==> config.mk <==
export PLATFORM = sky130hd
export DESIGN_NAME = sjfk_trig
export DESIGN_NICKNAME = d
export VERILOG_FILES = /design/src/rtl/sjfk_pkg.sv /design/src/rtl/sjfk_cordic_cell.sv /design/src/rtl/sjfk_trig.sv
export SDC_FILE = /design/constraint.sdc
export NUM_CORES = 2
export LEC_CHECK = 0
export BUFFER_PORTS_ARGS = -buffer_cell sky130_fd_sc_hd__buf_4
export CAP_MARGIN = 20
export CELL_PAD_IN_SITES_DETAIL_PLACEMENT = 0
export CELL_PAD_IN_SITES_GLOBAL_PLACEMENT = 1
export CORE_MARGIN = 4
export CORE_UTILIZATION = 54
export DETAILED_ROUTE_END_ITERATION = 12
export GPL_TIMING_DRIVEN = 0
export PLACE_DENSITY_LB_ADDON = 0.12
export RECOVER_POWER = 100
export SYNTH_ARGS = -nofsm -noshare
export SYNTH_HDL_FRONTEND = slang
export SYNTH_SLANG_ARGS = --single-unit
==> constraint.sdc <==
create_clock -name clk -period 8.5 [get_ports clk]
set_input_delay 1.7 -clock clk [delete_from_list [all_inputs] [get_ports clk]]
set_output_delay 1.7 -clock clk [all_outputs]
set_load 0.02 [all_outputs]
==> src/rtl/sjfk_pkg.sv <==
// shared types, constants and helpers for the six-joint arm pose pipeline
// no dependencies
package sjfk_pkg;

  localparam int AngleBitsDef    = 16;
  localparam int RotFracBitsDef  = 14;
  localparam int TrigStagesDef   = 16;
  localparam int LenBits         = 23;
  localparam int PosBits         = 24;
  localparam int TrigBits        = 34;
  localparam int TableLen        = 24;
  localparam int RegIdxBits      = 3;

  localparam logic signed [TrigBits-1:0] CordicGain = 34'sd652032874;

  localparam logic [RegIdxBits-1:0] REG_D1 = 3'd0;
  localparam logic [RegIdxBits-1:0] REG_A2 = 3'd1;
  localparam logic [RegIdxBits-1:0] REG_A3 = 3'd2;
  localparam logic [RegIdxBits-1:0] REG_D4 = 3'd3;
  localparam logic [RegIdxBits-1:0] REG_D5 = 3'd4;
  localparam logic [RegIdxBits-1:0] REG_D6 = 3'd5;

  localparam logic signed [LenBits-1:0] ResetD1 = 23'sd127300;
  localparam logic signed [LenBits-1:0] ResetA2 = -23'sd612000;
  localparam logic signed [LenBits-1:0] ResetA3 = -23'sd572300;
  localparam logic signed [LenBits-1:0] ResetD4 = 23'sd163941;
  localparam logic signed [LenBits-1:0] ResetD5 = 23'sd115700;
  localparam logic signed [LenBits-1:0] ResetD6 = 23'sd92200;

  // one rotation step of the sine/cosine cell row
  typedef struct packed {
    logic signed [TrigBits-1:0] x;
    logic signed [TrigBits-1:0] y;
    logic signed [TrigBits-1:0] z;
    logic                       flip;
  } cordic_t;

  function automatic logic signed [TrigBits-1:0] arc_at(input int i);
    logic [31:0] v;
    case (i)
      0: v = 32'h20000000;  1: v = 32'h12E4051D;  2: v = 32'h09FB385B;
      3: v = 32'h051111D4;  4: v = 32'h028B0D43;  5: v = 32'h0145D7E1;
      6: v = 32'h00A2F61E;  7: v = 32'h00517C55;  8: v = 32'h0028BE53;
      9: v = 32'h00145F2E; 10: v = 32'h000A2F98; 11: v = 32'h000517CC;
      12: v = 32'h00028BE6; 13: v = 32'h000145F3; 14: v = 32'h0000A2F9;
      15: v = 32'h0000517C; 16: v = 32'h000028BE; 17: v = 32'h0000145F;
      18: v = 32'h00000A2F; 19: v = 32'h00000517; 20: v = 32'h0000028B;
      21: v = 32'h00000145; 22: v = 32'h000000A2; 23: v = 32'h00000051;
      default: v = 32'h0;
    endcase
    return $signed({2'b00, v});
  endfunction

  // q30 product rounded half up back to q30
  function automatic logic signed [TrigBits-1:0] qmul(input logic signed [TrigBits-1:0] a,
                                                      input logic signed [TrigBits-1:0] b);
    logic signed [2*TrigBits-1:0] p;
    p = 68'(a) * 68'(b) + 68'sd536870912;
    return TrigBits'(p >>> 30);
  endfunction

endpackage

==> src/rtl/sjfk_cordic_cell.sv <==
// one cell of the rotation-mode sine/cosine row
// depends on sjfk_pkg
module sjfk_cordic_cell import sjfk_pkg::*; #(
  parameter int Step = 0
) (
  input  logic    clk,
  input  cordic_t din,
  output cordic_t dout
);
  cordic_t nxt;
  always_comb begin
    nxt = din;
    if (!din.z[TrigBits-1]) begin
      nxt.x = din.x - (din.y >>> Step);
      nxt.y = din.y + (din.x >>> Step);
      nxt.z = din.z - arc_at(Step);
    end else begin
      nxt.x = din.x + (din.y >>> Step);
      nxt.y = din.y - (din.x >>> Step);
      nxt.z = din.z + arc_at(Step);
    end
  end
  always_ff @(posedge clk) begin
    dout <= nxt;
  end
endmodule

==> src/rtl/sjfk_trig.sv <==
// sine and cosine of one binary angle through a row of cordic cells
// depends on sjfk_pkg and sjfk_cordic_cell
module sjfk_trig import sjfk_pkg::*; #(
  parameter int AngleBits  = AngleBitsDef,
  parameter int TrigStages = TrigStagesDef
) (
  input  logic                        clk,
  input  logic        [AngleBits-1:0] angle,
  output logic signed [TrigBits-1:0]  sin_q30,
  output logic signed [TrigBits-1:0]  cos_q30
);
  localparam int Cells = (TrigStages < TableLen) ? TrigStages : TableLen;

  cordic_t chain [0:Cells];
  logic [31:0] t;
  logic [31:0] tf;
  logic        flip;

  always_comb begin
    t    = {angle, {(32-AngleBits){1'b0}}};
    flip = t[31] ^ t[30];
    tf   = flip ? (t + 32'h80000000) : t;
    chain[0].x    = CordicGain;
    chain[0].y    = '0;
    chain[0].z    = TrigBits'($signed(tf));
    chain[0].flip = flip;
  end

  for (genvar i = 0; i < Cells; i++) begin : g_cell
    sjfk_cordic_cell #(.Step(i)) u_cell (.clk(clk), .din(chain[i]), .dout(chain[i+1]));
  end

  always_ff @(posedge clk) begin
    cos_q30 <= chain[Cells].flip ? -chain[Cells].x : chain[Cells].x;
    sin_q30 <= chain[Cells].flip ? -chain[Cells].y : chain[Cells].y;
  end
endmodule

Word level (Yosys, flattened, before mapping):

Index checks and enable logic that the tools add are counted.

* $add $sub $neg: 95
* muxes and demuxes: 19
* bitwise logic cells: 1

Operators with widths (count)
* 2-to-1 mux 102 bit: 15
* adder 34 x 30 -> 34 bit: 3
* subtractor 34 x 30 -> 34 bit: 3
* adder 34 x 19 -> 34 bit: 2
* adder 34 x 20 -> 34 bit: 2
* adder 34 x 21 -> 34 bit: 2
* adder 34 x 22 -> 34 bit: 2
* adder 34 x 23 -> 34 bit: 2
* adder 34 x 24 -> 34 bit: 2
* adder 34 x 25 -> 34 bit: 2
* adder 34 x 26 -> 34 bit: 2
* adder 34 x 27 -> 34 bit: 2
* adder 34 x 28 -> 34 bit: 2
* adder 34 x 29 -> 34 bit: 2
* adder 34 x 31 -> 34 bit: 2
* adder 34 x 32 -> 34 bit: 2
* 2-to-1 mux 34 bit: 2
* 2-to-1 mux 68 bit: 1
* negation 34 bit: 2
* subtractor 34 x 19 -> 34 bit: 2
* subtractor 34 x 20 -> 34 bit: 2
* subtractor 34 x 21 -> 34 bit: 2
* subtractor 34 x 22 -> 34 bit: 2
* subtractor 34 x 23 -> 34 bit: 2
* 45 further kinds: 53

* bits in registers: 1678
* input bits: 17
* output and inout port bits: 68
* word-level logic and storage cells: 180

Depth between registers and ports, before layout:

* depth in word-level cells: 4
* gate-level depth with buffers: 22
* depth with buffers taken out: 22

By module:

From an unflattened synthesis, not the netlist that was laid out.

* cell total of the unflattened synthesis: 16583
* area total of the unflattened synthesis: 137105.2 um^2

By module, submodules not included
* sjfk_cordic_cell (g_cell[2].u_cell): instances 1, cells each 1089, area each 8740.9 um^2, sequential area each 2062.0 um^2
* sjfk_cordic_cell (g_cell[7].u_cell): instances 1, cells each 1064, area each 8700.8 um^2, sequential area each 2062.0 um^2
* sjfk_cordic_cell (g_cell[4].u_cell): instances 1, cells each 1045, area each 8659.6 um^2, sequential area each 2062.0 um^2
* sjfk_cordic_cell (g_cell[8].u_cell): instances 1, cells each 1050, area each 8582.0 um^2, sequential area each 2062.0 um^2
* sjfk_cordic_cell (g_cell[12].u_cell): instances 1, cells each 1047, area each 8569.5 um^2, sequential area each 2062.0 um^2
* sjfk_cordic_cell (g_cell[1].u_cell): instances 1, cells each 1034, area each 8524.4 um^2, sequential area each 2062.0 um^2
* sjfk_cordic_cell (g_cell[5].u_cell): instances 1, cells each 1008, area each 8374.3 um^2, sequential area each 2062.0 um^2
* sjfk_cordic_cell (g_cell[6].u_cell): instances 1, cells each 1022, area each 8373.0 um^2, sequential area each 2062.0 um^2
* sjfk_cordic_cell (g_cell[15].u_cell): instances 1, cells each 1010, area each 8325.5 um^2, sequential area each 2062.0 um^2
* sjfk_cordic_cell (g_cell[9].u_cell): instances 1, cells each 1007, area each 8319.2 um^2, sequential area each 2062.0 um^2
* sjfk_cordic_cell (g_cell[3].u_cell): instances 1, cells each 994, area each 8276.7 um^2, sequential area each 2062.0 um^2
* sjfk_cordic_cell (g_cell[10].u_cell): instances 1, cells each 993, area each 8271.7 um^2, sequential area each 2062.0 um^2
* sjfk_cordic_cell (g_cell[11].u_cell): instances 1, cells each 983, area each 8202.9 um^2, sequential area each 2062.0 um^2
* sjfk_cordic_cell (g_cell[14].u_cell): instances 1, cells each 981, area each 8190.4 um^2, sequential area each 2062.0 um^2
* 3 more rows

Worst setup path after synthesis:

No wires, ideal clock.

* kind: reg2reg
* from: register g_cell[4].u_cell.dout[34] (netlist name)
* to: register g_cell[5].u_cell.dout[68] (netlist name)
* library setup time: 72 ps
* data arrival time: 4492 ps
* required time: 8428 ps
* path slack: 3936 ps
* stages on the path, launching flop included: 17
* path buffers: 2
* clock period less this slack: 4564 ps
* path through: dfxtp_1 clkbuf_1 clkbuf_1 inv_1 o21ai_0 xor2_1 ha_1 a21oi_1 a21boi_0 o32a_1 a21o_1 a221o_1 nor4_1 o311ai_0 a221o_1 a21oi_1 xnor2_1

RTL lines
* start, declared: RTL line sjfk_cordic_cell.sv:8 `output cordic_t dout`
* start signal, assigned: RTL line sjfk_cordic_cell.sv:24 `dout <= nxt;`
* end signal, assigned: RTL line sjfk_cordic_cell.sv:24
* end, declared: RTL line sjfk_cordic_cell.sv:8

==> results.cfg <==
[outcome]
status = finished, final reports clean

[sta]
period_minus_slack_ns = 6.39
rsz0062_at_grt = no
setup_tns_ns = 0
maxSlewHeadroom_pct = 5.48
setup_viol = 0
fin_skew_ns = 0.0322
clock.fmax_mhz = 156
finalHoldViolations = 0
worstMarginPinSlew_ns = 1.42
drv_slew = 0
post-route-period-util_pct = 75.2

[finish]
nNetsFinal = 14400
stdcell_count = 15700
area_delta_synth_final_pct = 8.92
fillCellCount = 18300
multi_input_area_mm2 = 0.0755
fin_util_pct = 59.1
seq_area_mm2 = 0.0303
drive_above_1_share_pct = 3.26
fin_area_mm2 = 0.118

[routing]
wl_per_cell_um = 19.3
vias = 92200
viasPerCell = 5.86
drc_errors = 0
wirelength_um = 304000
drtIter0Drc = 6325
drtPass1Iterations = 6
ant_nets = 0

[yosys]
ys_types = 83
avgSynthCellArea_um2 = 8.57
synthFlopType = dfxtp_1
synthCells = 12700
ys_ff_latch = 1515
synth_area_mm2 = 0.108
synth_edf_count = 0
async_reset_ff_share_pct = 0
synth_warnings = 0
synthesis.nets = 14100
yosysSeqAreaShare_pct = 28.0

[setup_path]
crit_chain = clkbuf_1, clkinv_1, clkbuf_1, o21ai_0, xor2_1, ha_1, a21o_1, a21oi_1, nor2_1, a21oi_1, a31oi_1, o41ai_1, o21ai_0, a41o_1, o31a_1, nor2_1, xnor2_1
crit_path_max_fanout = 16
crit_path_end_kind = register
critPathLaunch = g_cell[6].u_cell.dout[34]$_DFF_P_
cpPeakStageDelay_ns = 0.91
timing.rr.end = g_cell[7].u_cell.dout[67]$_DFF_P_
cp_data_required_time_ns = 9.24
r2r_cells = 17
crit_type = register to register
crit_path_end = g_cell[7].u_cell.dout[67]$_DFF_P_
crit_arrival_ns = 7.13
startpoint_type = register
timing.rr.start = g_cell[6].u_cell.dout[34]$_DFF_P_
critPathSlowestCell = o41ai_1
rrSetupSlack_ns = 2.11

[clock_tree]
root_buffer = clkbuf_16
cts_sinks = 1515
cts_buffers = 171
htree_levels = 4
clockBufferDepth = 3
post_cts_buffers = 0
hold_buffers = 0
cts_tree = built
insertion_delay_ns = 0.82
cts.clk_slew.worst_paths_ns = 0.06
ctsResizeCount = 0

[floorplan]
core-area_mm2 = 0.200
ioPinCount = 85
die-area_mm2 = 0.208
start_util_pct = 54.3
num_rows = 164
fp.dieW_um = 456
die_h_um = 456

[grt]
track_usage_pct = 28.1
grt_antenna_before_repair = 18
grt_max_degree = 31
grt_overflow = 0
grt_pass1_vias = 88300
grt_first_pass_wirelength_um = 478000

[placed_design]
dp_hpwl_um = 250000
placed_cells = 15400
port-buffer-count = 84
place_area_mm2 = 0.113
gp_congestion = 0.953

[worst_hold_path]
hold_start = g_cell[9].u_cell.dout[2]$_DFF_P_
hold_class = register to register

[job]
cap_violations = 0
worst max-delay path: cells and delay by family, from the launching register on:
| kind | cells | cell delay (ns) |
|---|---|---|
| compound gates | 9 | 2.92 |
| simple gates | 2 | 0.23 |
| fa+ha+maj | 1 | 0.31 |
| xor+xnor | 2 | 0.36 |
| flops | 1 | 0.75 |
| buf+inv | 3 | 1.72 |
per-stage QoR:
step | worst slack (ns) | hold WS (ns)
CTS | 2.16 | 0.320
finish | 2.11 | 0.314
global route | 1.60 | 0.326
detailed placement | 2.23 | 0.312
global placement | 2.14 | 0.311
floorplan | 3.94 | 0.310
worst min-delay path by stage:
| stage | endpoint | slack, ns | cells after the start |
|---|---|---|---|
| after detailed placement | g_cell[10].u_cell.dout[2]$_DFF_P_ | 0.31 | 0 |
| after floorplan | g_cell[10].u_cell.dout[0]$_DFF_P_ | 0.31 | 0 |
| after global placement | g_cell[4].u_cell.dout[0]$_DFF_P_ | 0.31 | 0 |
| after global routing | g_cell[10].u_cell.dout[2]$_DFF_P_ | 0.33 | 0 |
| final | g_cell[10].u_cell.dout[2]$_DFF_P_ | 0.31 | 0 |
| after CTS | g_cell[10].u_cell.dout[2]$_DFF_P_ | 0.32 | 0 |
layout by cell type (no fill, tap or decap), types with 30 or more instances in the layout:
cell	count
o21bai_1	154
nor3_1	327
o21ai_0	616
a211oi_1	118
o31ai_1	61
ha_1	1379
inv_1	532
nor4_1	91
o211ai_1	48
fa_1	43
xnor2_1	1235
nand2_1	558
xor2_1	646
and2_1	48
or3_1	98
nor2_1	1065
a21o_1	671
a221oi_1	31
a31o_2	30
a21boi_0	38
or4_1	44
clkbuf_16	175
clkbuf_1	274
nand2b_1	199
o41ai_1	41
or2_2	50
and3_1	126
nor3b_1	32
a31oi_1	136
nand4_1	65
a21oi_1	1379
nand3_1	215
dfxtp_1	1515
nor2b_1	190
mux2_2	32
o21a_1	185
mux2i_1	67
cell families (layout without fill, tap and decap cells):
group	after synthesis	count (layout)	share of synthesized area [%]
DFF	1515	1515	28.0
muxes	112	112	1.09
xor gates and xnor gates	1881	1881	15.2
AOI/OAI and AO/OA	3799	3799	22.1
and+or+nand+nor	3221	3221	14.5
buffers and inverters	715	1122	2.47
other	1	5	0.00346
adders and majority gates	1422	1422	16.7
cell type report:
class / count / share of cell area [%]
Sequential cell: 1515 / 25.7
Buffer: 181 / 0.576
Clock buffer: 227 / 4.04
Antenna cell: 4 / 0.00847
Timing Repair Buffer: 95 / 0.349
Clock inverter: 85 / 0.997
Inverter: 534 / 1.70
Tap cell: 2656 / 2.81
Multi-Input combinational cell: 10400 / 63.9
state kept, by name (all words and copies together), names as in the netlist:
| signal | count |
|---|---|
| cos_q30 | 34 |
| g_cell.u_cell.dout | 1447 |
| sin_q30 | 34 |
Yosys cell counts, types with 28 or more instances:
cell         n  area, um2
o31ai_1     61        458
buf_1       36        135
nor2_1    1065       4000
nor4_1      91        569
nor3_1     327       1640
nor3b_1     32        240
a211oi_1   118        886
or4_1       40        300
dfxtp_1   1515      30300
a211o_1     28        245
o31a_1      28        245
and3_1     126        788
a21o_1     671       5040
a31oi_1    136        851
fa_1        43        861
a31o_2      31        272
or3_1       98        613
nand2_1    558       2090
nand4_1     65        407
o41ai_1     41        359
a21boi_0    38        285
or2_2       50        313
a221oi_1    31        272
nand3_1    215       1080
a21oi_1   1379       6900
nand2b_1   199       1240
inv_1      532       2000
xor2_1     646       5660
o21bai_1   154       1160
o21ai_0    615       3080
ha_1      1379      17300
mux2i_1     67        671
clkbuf_1   144        541
nor2b_1    190       1190
o211ai_1    48        360
mux2_2      45        507
and2_1      72        450
xnor2_1   1235      10800
o21a_1     185       1390
layer usage:
metal  wire length [um]  vias up  part of all wire, %  GRT usage [%]
met4               9270        6                  3.0           8.58
met3              15200      494                  5.0           3.52
met5                 44        -                0.014              0
met1             139000    43500                   46           37.3
li1                   -    46100                    -              -
met2             141000     2162                   46           47.8
Power is left out: the tool's default activity adds up to more than one toggle a clock period on the data nets, which glitch-free logic cannot reach.
